[src/sv/rrcq_pkg.sv]
// Shared types and codes for the round-robin client queue block.
// No dependencies; every other file but rrcq_fifo imports this package.
package rrcq_pkg;

    // Result status codes
    localparam logic [1:0] ST_OK    = 2'd0;
    localparam logic [1:0] ST_BAD   = 2'd1;
    localparam logic [1:0] ST_FULL  = 2'd2;
    localparam logic [1:0] ST_EMPTY = 2'd3;

    // Item kind after classification by the front end
    typedef logic [1:0] t_kind;
    localparam t_kind K_ENQ  = 2'd0;
    localparam t_kind K_NEXT = 2'd1;
    localparam t_kind K_BAD  = 2'd2;

    // Port field widths
    localparam int CFG_W        = 4;
    localparam int CLIENT_W     = 6;
    localparam int HANDLE_W     = 32;
    localparam int STATUS_W     = 2;
    localparam int SRV_CLIENT_W = 3;
    localparam int PEND_W       = 8;
    localparam int IN_TDATA_W   = 40;
    localparam int OUT_TDATA_W  = 48;

    localparam logic [CFG_W-1:0] ACTIVE_RESET = 4'd8;

    typedef struct packed {
        logic [STATUS_W-1:0]     status;
        logic [SRV_CLIENT_W-1:0] client;
        logic [HANDLE_W-1:0]     request;
        logic [PEND_W-1:0]       pending;
    } t_result;

endpackage

[src/sv/rrcq_front.sv]
// Front end: accepts input items, classifies them and holds one item.
// Depends on rrcq_pkg.
module rrcq_front #(
    parameter int CW   = 3,
    parameter int SW   = 32,
    parameter int CMPW = 6
) (
    input  logic                            i_clk,
    input  logic                            i_rst_n,
    input  logic                            i_valid,
    output logic                            o_ready,
    input  logic                            i_cmd,
    input  logic [rrcq_pkg::CLIENT_W-1:0]   i_client_num,
    input  logic [rrcq_pkg::HANDLE_W-1:0]   i_handle,
    input  logic [CMPW-1:0]                 i_n_eff,
    output logic                            o_valid,
    input  logic                            i_ready,
    output logic [2+CW+SW-1:0]              o_item
);
    import rrcq_pkg::*;

    logic              r_valid;
    logic [2+CW+SW-1:0] r_item;
    t_kind             kind;

    // A next item needs no check; an enqueue outside the rotation is marked bad.
    always_comb begin
        if (i_cmd) begin
            kind = K_NEXT;
        end else if (CMPW'(i_client_num) >= i_n_eff) begin
            kind = K_BAD;
        end else begin
            kind = K_ENQ;
        end
    end

    assign o_ready = !r_valid || i_ready;
    assign o_valid = r_valid;
    assign o_item  = r_item;

    always_ff @(posedge i_clk) begin
        if (!i_rst_n) begin
            r_valid <= 1'b0;
        end else if (o_ready) begin
            r_valid <= i_valid;
        end
    end

    always_ff @(posedge i_clk) begin
        if (i_valid && o_ready) begin
            r_item <= {SW'(i_handle), CW'(i_client_num), kind};
        end
    end

endmodule

[src/sv/rrcq_fifo.sv]
// Two-entry queue between the front end and the back end.
// No package dependency; the item width comes in as a parameter.
module rrcq_fifo #(
    parameter int W = 8
) (
    input  logic         i_clk,
    input  logic         i_rst_n,
    input  logic         i_push,
    output logic         o_ready,
    input  logic [W-1:0] i_data,
    output logic         o_valid,
    input  logic         i_pop,
    output logic [W-1:0] o_data
);
    logic [W-1:0] r_mem [2];
    logic         r_wr_ptr;
    logic         r_rd_ptr;
    logic [1:0]   r_count;
    logic         do_push;
    logic         do_pop;

    assign o_ready = (r_count != 2'd2);
    assign o_valid = (r_count != 2'd0);
    assign o_data  = r_mem[r_rd_ptr];
    assign do_push = i_push && o_ready;
    assign do_pop  = i_pop && o_valid;

    always_ff @(posedge i_clk) begin
        if (!i_rst_n) begin
            r_wr_ptr <= 1'b0;
            r_rd_ptr <= 1'b0;
            r_count  <= 2'd0;
        end else begin
            if (do_push) begin
                r_wr_ptr <= !r_wr_ptr;
            end
            if (do_pop) begin
                r_rd_ptr <= !r_rd_ptr;
            end
            if (do_push && !do_pop) begin
                r_count <= r_count + 2'd1;
            end else if (do_pop && !do_push) begin
                r_count <= r_count - 2'd1;
            end
        end
    end

    always_ff @(posedge i_clk) begin
        if (do_push) begin
            r_mem[r_wr_ptr] <= i_data;
        end
    end

endmodule

[src/sv/rrcq_back.sv]
// Back end: per-client queues in one memory, round-robin pick, result register.
// Depends on rrcq_pkg.
module rrcq_back #(
    parameter int MC   = 8,
    parameter int QD   = 16,
    parameter int CW   = 3,
    parameter int SW   = 32,
    parameter int CMPW = 6
) (
    input  logic                 i_clk,
    input  logic                 i_rst_n,
    input  logic                 i_valid,
    output logic                 o_pop,
    input  logic [2+CW+SW-1:0]   i_item,
    input  logic [CMPW-1:0]      i_n_eff,
    output logic                 o_valid,
    input  logic                 i_ready,
    output rrcq_pkg::t_result    o_result
);
    import rrcq_pkg::*;

    localparam int HW    = (QD > 1) ? $clog2(QD) : 1;
    localparam int LW    = $clog2(QD + 1);
    localparam int TW    = $clog2(MC * QD + 1);
    localparam int EW    = (TW > PEND_W) ? TW : PEND_W;
    localparam int AW    = $clog2(MC * QD);
    localparam int DEPTH = MC * QD;

    localparam logic [1:0] S_IDLE = 2'd0;
    localparam logic [1:0] S_NORM = 2'd1;
    localparam logic [1:0] S_READ = 2'd2;

    logic [1:0]    r_state, n_state;
    logic [HW-1:0] r_head [MC];
    logic [LW-1:0] r_len  [MC];
    logic [CW-1:0] r_cursor;
    logic [CW-1:0] r_start;
    logic [TW-1:0] r_total, n_total;
    logic [CW-1:0] r_pick;
    logic          r_out_valid;
    t_result       r_out;
    logic [SW-1:0] mem [DEPTH];
    logic [SW-1:0] r_rd_data;

    t_kind         item_kind;
    logic [CW-1:0] item_client;
    logic [SW-1:0] item_handle;
    logic          can_out;
    logic          out_load;
    logic [1:0]    out_status;
    logic          enq_do;
    logic          deq_do;
    logic          start_load;
    logic          start_sub;
    logic          search_go;
    logic [CW-1:0] start;
    logic          full;
    logic [LW:0]   slot_sum;
    logic [HW-1:0] slot;
    logic [AW-1:0] wr_addr;
    logic [AW-1:0] rd_addr;
    logic          found;
    logic [CW-1:0] pick;
    logic [HW-1:0] head_inc;
    logic [CMPW-1:0] cursor_inc;
    logic [MC-1:0] ne_vec;
    logic [MC-1:0] hi_vec;
    logic          found_hi;
    logic          found_any;
    logic [CW-1:0] idx_hi;
    logic [CW-1:0] idx_any;

    assign item_kind   = i_item[1:0];
    assign item_client = i_item[2 +: CW];
    assign item_handle = i_item[2+CW +: SW];
    assign can_out     = !r_out_valid || i_ready;

    // Enqueue slot: head plus length, wrapped once
    assign full     = (r_len[item_client] == LW'(QD));
    assign slot_sum = (LW+1)'(r_head[item_client]) + (LW+1)'(r_len[item_client]);
    assign slot     = (slot_sum >= (LW+1)'(QD)) ? HW'(slot_sum - (LW+1)'(QD)) : HW'(slot_sum);
    assign wr_addr  = AW'(item_client) * AW'(QD) + AW'(slot);

    // Search start: the cursor, or its reduced copy while it is out of range
    assign start = (r_state == S_NORM) ? r_start : r_cursor;

    // Rotating find-first among active clients that hold work
    always_comb begin
        found_hi  = 1'b0;
        found_any = 1'b0;
        idx_hi    = '0;
        idx_any   = '0;
        for (int i = 0; i < MC; i++) begin
            ne_vec[i] = (r_len[i] != '0) && (CMPW'(i) < i_n_eff);
            hi_vec[i] = ne_vec[i] && (CW'(i) >= start);
        end
        for (int i = MC - 1; i >= 0; i--) begin
            if (hi_vec[i]) begin
                found_hi = 1'b1;
                idx_hi   = CW'(i);
            end
            if (ne_vec[i]) begin
                found_any = 1'b1;
                idx_any   = CW'(i);
            end
        end
    end

    assign found      = found_any;
    assign pick       = found_hi ? idx_hi : idx_any;
    assign head_inc   = ((HW+1)'(r_head[pick]) + (HW+1)'(1) >= (HW+1)'(QD)) ?
                        '0 : r_head[pick] + HW'(1);
    assign cursor_inc = CMPW'(pick) + CMPW'(1);
    assign rd_addr    = AW'(pick) * AW'(QD) + AW'(r_head[pick]);

    always_comb begin
        n_state    = r_state;
        o_pop      = 1'b0;
        out_load   = 1'b0;
        out_status = ST_OK;
        enq_do     = 1'b0;
        deq_do     = 1'b0;
        start_load = 1'b0;
        start_sub  = 1'b0;
        search_go  = 1'b0;
        unique case (r_state)
            S_IDLE: begin
                if (i_valid && can_out) begin
                    o_pop = 1'b1;
                    case (item_kind)
                        K_ENQ: begin
                            out_load = 1'b1;
                            if (full) begin
                                out_status = ST_FULL;
                            end else begin
                                enq_do = 1'b1;
                            end
                        end
                        K_NEXT: begin
                            if (r_total == '0) begin
                                out_load   = 1'b1;
                                out_status = ST_EMPTY;
                            end else if (CMPW'(r_cursor) >= i_n_eff) begin
                                start_load = 1'b1;
                                n_state    = S_NORM;
                            end else begin
                                search_go = 1'b1;
                            end
                        end
                        default: begin
                            out_load   = 1'b1;
                            out_status = ST_BAD;
                        end
                    endcase
                end
            end
            S_NORM: begin
                // Reduce the copy into the rotation; the cursor holds until a serve
                if (CMPW'(r_start) >= i_n_eff) begin
                    start_sub = 1'b1;
                end else begin
                    search_go = 1'b1;
                end
            end
            S_READ: begin
                out_load = 1'b1;
                n_state  = S_IDLE;
            end
            default: begin
                n_state = S_IDLE;
            end
        endcase
        if (search_go) begin
            if (found) begin
                deq_do  = 1'b1;
                n_state = S_READ;
            end else begin
                out_load   = 1'b1;
                out_status = ST_EMPTY;
                n_state    = S_IDLE;
            end
        end
    end

    always_comb begin
        n_total = r_total;
        if (enq_do) begin
            n_total = r_total + TW'(1);
        end else if (deq_do) begin
            n_total = r_total - TW'(1);
        end
    end

    always_ff @(posedge i_clk) begin
        if (!i_rst_n) begin
            r_state     <= S_IDLE;
            r_cursor    <= '0;
            r_total     <= '0;
            r_out_valid <= 1'b0;
            for (int i = 0; i < MC; i++) begin
                r_head[i] <= '0;
                r_len[i]  <= '0;
            end
        end else begin
            r_state <= n_state;
            r_total <= n_total;
            if (enq_do) begin
                r_len[item_client] <= r_len[item_client] + LW'(1);
            end
            if (deq_do) begin
                r_len[pick]  <= r_len[pick] - LW'(1);
                r_head[pick] <= head_inc;
                r_cursor     <= (cursor_inc >= i_n_eff) ? '0 : CW'(cursor_inc);
            end
            if (out_load) begin
                r_out_valid <= 1'b1;
            end else if (i_ready) begin
                r_out_valid <= 1'b0;
            end
        end
    end

    always_ff @(posedge i_clk) begin
        if (start_load) begin
            r_start <= r_cursor;
        end else if (start_sub) begin
            r_start <= CW'(CMPW'(r_start) - i_n_eff);
        end
        if (deq_do) begin
            r_pick <= pick;
        end
        if (out_load) begin
            r_out.status  <= out_status;
            r_out.pending <= (EW'(n_total) > EW'(255)) ? 8'hFF : PEND_W'(n_total);
            if (r_state == S_READ) begin
                r_out.client  <= SRV_CLIENT_W'(r_pick);
                r_out.request <= HANDLE_W'(r_rd_data);
            end else begin
                r_out.client  <= '0;
                r_out.request <= '0;
            end
        end
    end

    // Handle store: one write port, one registered read port
    always_ff @(posedge i_clk) begin
        if (enq_do) begin
            mem[wr_addr] <= item_handle;
        end
        r_rd_data <= mem[rd_addr];
    end

    assign o_valid  = r_out_valid;
    assign o_result = r_out;

endmodule

[src/sv/round_robin_client_queues.sv]
// Top level of the round-robin client queue block.
// Depends on rrcq_pkg, rrcq_front, rrcq_fifo and rrcq_back.
//
// Keeps one FIFO of request handles per client and serves the clients in
// round-robin order. An enqueue item (tuser 0) appends a handle to its
// client's queue, or reports bad client (outside the rotation) or queue full.
// A next item (tuser 1) pops the oldest handle of the first client with work
// at or after the turn cursor and moves the cursor past it; with no work it
// reports nothing pending. Every result carries the total pending count,
// saturated at 255. In the back end an enqueue, a dropped item or a next that
// serves nobody is finished in the idle state; a next that serves also passes
// the read state (search and issue the handle memory read, then take the
// registered read data). When active_clients was lowered below the turn
// cursor, a next with work pending first copies the cursor, then subtracts
// the rotation size from that copy until it is in range; the cursor itself
// holds until a client is served. The front register and the two-entry
// queue let input keep flowing while a result waits at the output. No
// clearing pass after reset: per-client lengths guard every read of the
// handle memory.
module round_robin_client_queues #(
    parameter int MAX_CLIENTS = 8,
    parameter int QUEUE_DEPTH = 16,
    parameter int HANDLE_BITS = 32
) (
    input  logic                               i_clk,
    input  logic                               i_rst_n,
    input  logic                               i_cfg_we,
    input  logic [rrcq_pkg::CFG_W-1:0]         i_cfg_wdata,   // active_clients
    input  logic                               s_tvalid,
    output logic                               s_tready,
    // [5:0] client, [37:6] request_handle, [39:38] zero
    input  logic [rrcq_pkg::IN_TDATA_W-1:0]    s_tdata,
    input  logic                               s_tuser,       // [0] cmd
    output logic                               m_tvalid,
    input  logic                               m_tready,
    // [2:0] served_client, [34:3] served_request, [42:35] pending_count,
    // [47:43] zero
    output logic [rrcq_pkg::OUT_TDATA_W-1:0]   m_tdata,
    output logic [rrcq_pkg::STATUS_W-1:0]      m_tuser        // [1:0] status
);
    import rrcq_pkg::*;

    localparam int CW   = $clog2(MAX_CLIENTS);
    localparam int SW   = (HANDLE_BITS < HANDLE_W) ? HANDLE_BITS : HANDLE_W;
    localparam int NW   = $clog2(MAX_CLIENTS + 1);
    localparam int CMPW = (NW > CLIENT_W) ? NW : CLIENT_W;
    localparam int IW   = 2 + CW + SW;

    logic [CFG_W-1:0] r_active;
    logic [CMPW-1:0]  n_eff;
    logic             front_valid;
    logic             fifo_ready;
    logic [IW-1:0]    front_item;
    logic             fifo_valid;
    logic             back_pop;
    logic [IW-1:0]    fifo_item;
    t_result          result;

    // Hold the rotation size; it is to be written only while idle, which the block does not enforce
    always_ff @(posedge i_clk) begin
        if (!i_rst_n) begin
            r_active <= ACTIVE_RESET;
        end else if (i_cfg_we) begin
            r_active <= i_cfg_wdata;
        end
    end

    // Clamp the register into 1..MAX_CLIENTS
    always_comb begin
        if (r_active == '0) begin
            n_eff = CMPW'(1);
        end else if (CMPW'(r_active) > CMPW'(MAX_CLIENTS)) begin
            n_eff = CMPW'(MAX_CLIENTS);
        end else begin
            n_eff = CMPW'(r_active);
        end
    end

    rrcq_front #(
        .CW   (CW),
        .SW   (SW),
        .CMPW (CMPW)
    ) u_front (
        .i_clk        (i_clk),
        .i_rst_n      (i_rst_n),
        .i_valid      (s_tvalid),
        .o_ready      (s_tready),
        .i_cmd        (s_tuser),
        .i_client_num (s_tdata[CLIENT_W-1:0]),
        .i_handle     (s_tdata[CLIENT_W +: HANDLE_W]),
        .i_n_eff      (n_eff),
        .o_valid      (front_valid),
        .i_ready      (fifo_ready),
        .o_item       (front_item)
    );

    rrcq_fifo #(
        .W (IW)
    ) u_fifo (
        .i_clk   (i_clk),
        .i_rst_n (i_rst_n),
        .i_push  (front_valid),
        .o_ready (fifo_ready),
        .i_data  (front_item),
        .o_valid (fifo_valid),
        .i_pop   (back_pop),
        .o_data  (fifo_item)
    );

    rrcq_back #(
        .MC   (MAX_CLIENTS),
        .QD   (QUEUE_DEPTH),
        .CW   (CW),
        .SW   (SW),
        .CMPW (CMPW)
    ) u_back (
        .i_clk    (i_clk),
        .i_rst_n  (i_rst_n),
        .i_valid  (fifo_valid),
        .o_pop    (back_pop),
        .i_item   (fifo_item),
        .i_n_eff  (n_eff),
        .o_valid  (m_tvalid),
        .i_ready  (m_tready),
        .o_result (result)
    );

    // Pack the result, first field in the lowest bits
    assign m_tdata = {5'b0, result.pending, result.request, result.client};
    assign m_tuser = result.status;

endmodule

[config.mk]
export PLATFORM = sky130hd
export DESIGN_NAME = round_robin_client_queues
export DESIGN_NICKNAME = d
export VERILOG_FILES = /design/src/sv/rrcq_pkg.sv /design/src/sv/rrcq_front.sv /design/src/sv/rrcq_fifo.sv /design/src/sv/rrcq_back.sv /design/src/sv/round_robin_client_queues.sv
export SDC_FILE = /design/constraint.sdc
export NUM_CORES = 2
export LEC_CHECK = 0
export BUFFER_PORTS_ARGS = -buffer_cell sky130_fd_sc_hd__buf_2
export CAP_MARGIN = 10
export CORE_MARGIN = 3
export CORE_UTILIZATION = 25
export CTS_CLUSTER_DIAMETER = 100
export CTS_CLUSTER_SIZE = 10
export DETAILED_ROUTE_END_ITERATION = 7
export PLACE_DENSITY = 0.38
export SYNTH_ARGS = -nofsm -noshare
export SYNTH_HDL_FRONTEND = slang
export SYNTH_HIERARCHICAL = 1
export SYNTH_MEMORY_MAX_BITS = 65536
export SYNTH_SLANG_ARGS = --single-unit
[constraint.sdc]
create_clock -name i_clk -period 8.2 [get_ports i_clk]
set_clock_uncertainty 0.1 [all_clocks]
set_input_delay 0.41 -clock i_clk [delete_from_list [all_inputs] [get_ports i_clk]]
set_output_delay 0.41 -clock i_clk [all_outputs]
set_load 0.02 [all_outputs]
# Yosys cells after proc, flatten, opt, wreduce, memory -nomap -nowiden
# Memories as Yosys holds them, arrays and structs flattened. A register that Yosys moved wholly into a read port is not among the register bits.
# Cells that the tools add are included.
# op_classes
n_addsub,14
n_mul,0
div,0
order_cmp,24
n_eq_ne,10
n_shift,0
mux,110
n_bitwise,0
n_reduce_logical,50
# op_table
op,count
3-bit 2-to-1 mux,24
1-bit 2-to-1 mux,58
5-bit nonzero test,8
2-bit 2-to-1 mux,15
1-bit logical AND,22
4-bit 2-to-1 mux,5
"3-bit by 4-bit less-than comparator with 1-bit output, first input constant",4
8-bit 2-to-1 mux,2
7-bit by 4-bit adder with 7-bit output,2
"3-bit >= comparator, first input constant",4
5-bit 2-to-1 mux,2
5-bit OR reduction,2
"3-bit by 1-bit inequality test with 1-bit output, second input constant",3
"8-bit by 1-bit adder with 8-bit output, second input constant",1
3-bit by 4-bit >= comparator with 1-bit output,2
"8-bit greater-than comparator, second input constant",1
8-bit zero test,1
"1-bit by 4-bit less-than comparator with 1-bit output, first input constant",2
"2-bit by 4-bit less-than comparator with 1-bit output, first input constant",2
2-bit case mux with 2 select lines,2
2-bit nonzero test,4
"8-bit by 1-bit subtractor with 8-bit output, second input constant",1
4-bit by 5-bit adder with 6-bit output,1
"1-bit by 3-bit >= comparator with 1-bit output, first input constant",2
28 further kinds,38
# word_totals
ff_bits,111
latch_bits,0
ramBits,4242
mem_bits_ro,0
inputBits,50
out_inout_bits,52
word_cells,229
memories,4
# memory_table
memory,words,width,rd,rd_ports_with_merged_regs,wr,line,rtl
u_back.mem,128,32,1,1,1,rrcq_back.sv:42,logic [SW-1:0] mem [DEPTH];
u_fifo.r_mem,2,37,1,1,1,rrcq_fifo.sv:15,logic [W-1:0] r_mem [2];
u_back.r_len,8,5,10,0,8,rrcq_back.sv:35,logic [LW-1:0] r_len [MC];
u_back.r_head,8,4,2,0,8,rrcq_back.sv:34,logic [HW-1:0] r_head [MC];

# Longest topological paths before layout
# depth
word_depth,20
depth_mapped,25
depth_no_buf,18

# Modules after synthesis
# The synthesis kept the hierarchy.
# modules_own_cells
module,n_inst,cells_each,area_each_um2,seq_area_each_um2
rrcq_back,1,12319,169739.0,127612.4
rrcq_fifo,1,139,2909.0,2322.2
rrcq_front,1,60,1297.5,1131.1
round_robin_client_queues,1,24,225.2,80.1

# Least setup slack after synthesis
# OpenSTA, ideal clock, no wires.
# synth_timing
path_type,register to register
startpoint,register with a tool-made name
endpoint,memory u_back.mem[103][0] (enable)
setup_time_ns,0.421
arrival_time_ns,5.244
t_required_ns,7.679
path_slack_ns,2.435
path_stages_with_launch,15
n_path_buf,5
period_less_slack_ns,5.765
cell_sequence,dfxtp_1 -> buf_2 -> buf_4 -> mux2_2 -> clkbuf_1 -> clkbuf_1 -> mux4_2 -> mux2_2 -> ha_1 -> inv_1 -> fa_1 -> nor2_1 -> nand3_1 -> clkbuf_1 -> nor2_1
# synth_rtl
element,line
end: declaration,rrcq_back.sv:42

# Worst setup path after layout
# layout_timing
startpoint,register r_active[3]
endpoint,register u_back.r_rd_data[27] (read register of u_back.mem)
# layout_between
elab_chain_cells,17
elab_cells_between_ends,55
classes_between,1 x add/sub; 9 x order compare; 27 x mux; 17 x reduce/logical; 1 x memory
# layout_lines
element,line,rtl
start: declaration,round_robin_client_queues.sv:49,logic [CFG_W-1:0] r_active;
start signal: assignment,round_robin_client_queues.sv:64,r_active <= i_cfg_wdata;
4-bit greater-than comparator,round_robin_client_queues.sv:72,end else if (CMPW'(r_active) > CMPW'(MAX_CLIENTS)) begin
4-bit 2-to-1 mux,round_robin_client_queues.sv:72,
4-bit 2-to-1 mux (*),round_robin_client_queues.sv:70,if (r_active == '0) begin
named net n_eff[2],round_robin_client_queues.sv:50,logic [CMPW-1:0] n_eff;
3-bit by 4-bit less-than comparator with 1-bit output,rrcq_back.sv:94,ne_vec[i] = (r_len[i] != '0) && (CMPW'(i) < i_n_eff);
1-bit logical AND,rrcq_back.sv:94,
1-bit logical AND,rrcq_back.sv:95,hi_vec[i] = ne_vec[i] && (CW'(i) >= start);
3-bit 2-to-1 mux / 1-bit 2-to-1 mux (equally long branches) (8 in a row),rrcq_back.sv:98,if (hi_vec[i]) begin
3-bit 2-to-1 mux (*),rrcq_back.sv:110,assign pick = found_hi ? idx_hi : idx_any;
memory 8 x 4 bit,--,
7-bit by 4-bit adder with 7-bit output (*),rrcq_back.sv:114,assign rd_addr = AW'(pick) * AW'(QD) + AW'(r_head[pick]);
end: declaration,rrcq_back.sv:43,logic [SW-1:0] r_rd_data;
# The timed path passes the listed nets; every way through them passes the cells marked *.
# A chain may end at the register's enable or synchronous reset.

==> results_dict.tcl <==
set metrics [dict create \
    fin_setup_tns_ns 0 \
    cp_slowest_cell "a311oi_1" \
    synth_warnings 6 \
    fp.dieArea_um2 706700 \
    synth.distinct_cells 97 \
    worst_path_largest_cell_delay_ns 1.11 \
    ioPinCount 102 \
    use_met3_pct 3.164 \
    synth_cells 12540 \
    dpl-instance-area_um2 191500 \
    overflow 0 \
    routed_via_density 5.088 \
    holdWs_ns 0.1020 \
    core_area_um2 692300 \
    power_density_nw_per_um2 298.2 \
    grt_pass1_wl_mm 1006 \
    dieWidth_um 840.7 \
    max_cap_violations 0 \
    max_freq_ghz 0.1243 \
    worstMarginPinSlew_ns 1.453 \
    ys_top_cells_by_area "edfxtp_1 (75%), nand2_1 (6.7%), nand3_1 (3.0%)" \
    dp.cells 21780 \
    p_leak_nw 68.02 \
    synth_top_area_cell "edfxtp_1" \
    rr_startpoint "r_active[3]" \
    synthesis.area_um2 174200 \
    antenna_found_initial 96 \
    fin_cells 22590 \
    drtIter0Drc 13670 \
    core.rowCount 305 \
    first_pass_iters 6 \
    wl_per_cell_um 33.34 \
    clock_latency_ns 1.06 \
    worst_hold_path_type "in -> reg" \
    initial_core_util_pct 25.16 \
    grt_start_max_net_pins 101 \
    cts_tree "built" \
    yosysSeqAreaShare_pct 75.30 \
    cts_root_buf "clkbuf_16" \
    min_period_ns 8.048 \
    cts_buffer_depth 4 \
    met2_usage_pct 32.22 \
    yosysMostFrequentCell "edfxtp_1" \
    worstHoldStart "s_tdata[1]" \
    synth.top_cell.area_share_pct 74.65 \
    drcViolationCount 0 \
    path_buf_inv 3 \
    finalSetupViolations 0 \
    fin_crit_sh_pct 98.14 \
    cp.required_ns 9.11 \
    cts_inserted_buffers 478 \
    layout.nets 13220 \
    synthToLayoutAreaGrowth_pct 18.11 \
    cts_sinks 4386 \
    final_layout_size_suffix_gt1_share_pct 12.63 \
    cp_max_fo 55 \
    fp.dieH_um 840.7 \
    top_usage_layer "met2" \
    postRouteWirelength_mm 753.3 \
    crit_arrival_ns 8.96 \
    synthTopCellsByCount "edfxtp_1 (4,330), nand2_1 (3,094), nand3_1 (1,038)" \
    crit_path_end_kind "register" \
    crit_chain "nor2b_1, nor4_1, o2bb2ai_1, o21a_1, o221a_2, and4_4, o21ai_1, a311oi_4, nand2_8, inv_8, buf_12, nand2_1, a311oi_1, nor2b_1, o22ai_1, a2111oi_0, buf_4, nand3_1" \
    post-place-ws_ns 0.3690 \
    worstSetupPathType "reg -> reg" \
    fin_ws_ns 0.1525 \
    post_cts_buffers 0 \
    synth_edf_count 4330 \
    start_kind "register" \
    vias 115000 \
    rsz0062_at_grt "false" \
    synth.avg_cell_area_um2 13.89 \
    stdcell_area_um2 205700 \
    met1_usage_pct 29.44 \
    drv_slew 0 \
    peakVddDrop_mv 0.2258 \
    place_congestion 0.8866 \
    ys_ff_latch 4386 \
    synth_top_flop_cell "edfxtp_1" \
    post_cts_resized 0 \
    path_common_cell "nor2b_1" \
    cts.clk_slew.worst_paths_ns 0.06 \
    critPathTopFamily "compound AO/OA/AOI/OAI gates" \
    synth_async_sr_flop_share_pct 0 \
    status "finished clean" \
    grt.total_usage_pct 20.58 \
    numPortBuffers 94 \
    dp_hpwl_mm 463.0 \
    critPathLaunch "r_active[3]" \
    htree_levels 5 \
    grt_pass1_vias 107300 \
    maxSlewHeadroom_pct 3.102 \
    ant_nets 0 \
    hold_violations 0 \
]
[area by class of cell]
| cell class | count | area [um2] |
|---|---|---|
| inverters | 38 | 157.7 |
| fillers | 69800 | 486500 |
| flip-flops and latches | 4386 | 131200 |
| clock buffers | 634 | 12590 |
| well taps | 9210 | 11520 |
| multi-input cells | 7267 | 40780 |
| clock inverters | 31 | 569.3 |
| diodes | 62 | 155.1 |
| repair buffers | 965 | 8788 |
[through the flow]
| step | power (mW) | utilization, % |
|---|---|---|
| 2_1_floorplan | 33.92 | - |
| 3_3_place_gp | 42.28 | 27.66 |
| 3_5_place_dp | 42.26 | 27.66 |
| 4_1_cts | 61.88 | 29.69 |
| 5_1_grt | 63.30 | 29.71 |
| 6_report | 61.34 | 29.72 |
[cells in the final DEF (no fill, tap or decap), types with 91 or more instances in the layout]
| cell | n |
|---|---|
| buf_4 | 656 |
| clkbuf_16 | 480 |
| a21oi_1 | 158 |
| nor2_4 | 135 |
| o22ai_1 | 126 |
| mux2i_1 | 181 |
| nand3_1 | 1034 |
| a31oi_1 | 363 |
| a311oi_1 | 376 |
| a211oi_1 | 403 |
| buf_2 | 94 |
| dlygate4sd3_1 | 91 |
| and3_1 | 469 |
| buf_12 | 124 |
| edfxtp_1 | 4330 |
| nor2_1 | 152 |
| nand2_1 | 3086 |
| clkbuf_1 | 154 |
[worst register-to-register path, cell delays in order, from the launching register on]
cell and delay [ns]:
dfxtp_1 0.54, nor2b_1 0.22, nor4_1 0.67, o2bb2ai_1 0.28
o21a_1 0.27, o221a_2 0.29, and4_4 0.34, o21ai_1 0.12
a311oi_4 0.73, nand2_8 0.55, inv_8 0.80, buf_12 0.35
nand2_1 0.09, a311oi_1 1.11, nor2b_1 0.34, o22ai_1 0.66
a2111oi_0 0.27, buf_4 0.24, nand3_1 0.08
[sequential cells by signal (all words and copies together) (netlist names), 8 cells and up, named ones only]
signal and flops:
u_back/r_head 32, u_back/r_total 8, u_fifo/r_mem 74, u_back/r_rd_data 32, u_back/o_result 45, u_front/o_item 37
u_back/r_len 40, u_back/mem 4096
[layer usage]
metal	up-vias	part of all wire [%]	wire length, um
met2	4266	45	339300
met5	-	0.016	120
met1	61110	45	337100
met3	851	6.8	50890
met4	18	3.4	25840
li1	48710	-	-
[what timing repair did]
item / in CTS / in global routing
endpoints found under the hold margin: 65 / 0
endpoints found under the setup margin: 0 / 0
hold buffers: 91 / 0
[logic make-up (layout without fill, tap and decap cells)]
logic type / after synthesis / count (layout) / share of synthesized area, %
XOR/XNOR: 24 / 24 / 0.1207
flip-flops: 4386 / 4386 / 75.30
AND/OR/NAND/NOR: 5170 / 5170 / 13.00
other: 1 / 81 / 0.002153
adder cells (fa/ha/maj): 29 / 29 / 0.2169
AO/OA/AOI/OAI: 1761 / 1761 / 7.271
multiplexers: 264 / 264 / 1.797
buffers and inverters: 907 / 1668 / 2.297
[worst paths after layout]
kind / end / depth (start not counted) / slack (ns)
min reg2reg: u_fifo/r_mem[1][2] / 0 / 0.34
min: u_front/o_item[3] / 2 / 0.10
max reg2reg: u_back/r_rd_data[27] / 18 / 0.15
max: u_back/r_rd_data[27] / 18 / 0.15
[report_power, final]
group	internal (mW)	leakage, nW	total [mW]	switching [mW]
sequential	26.8	39.5	27.2	0.406
combinational	3.26	22.1	14.6	11.4
clock	10.6	6.33	19.5	8.96
(Power assumes the default switching activity.)
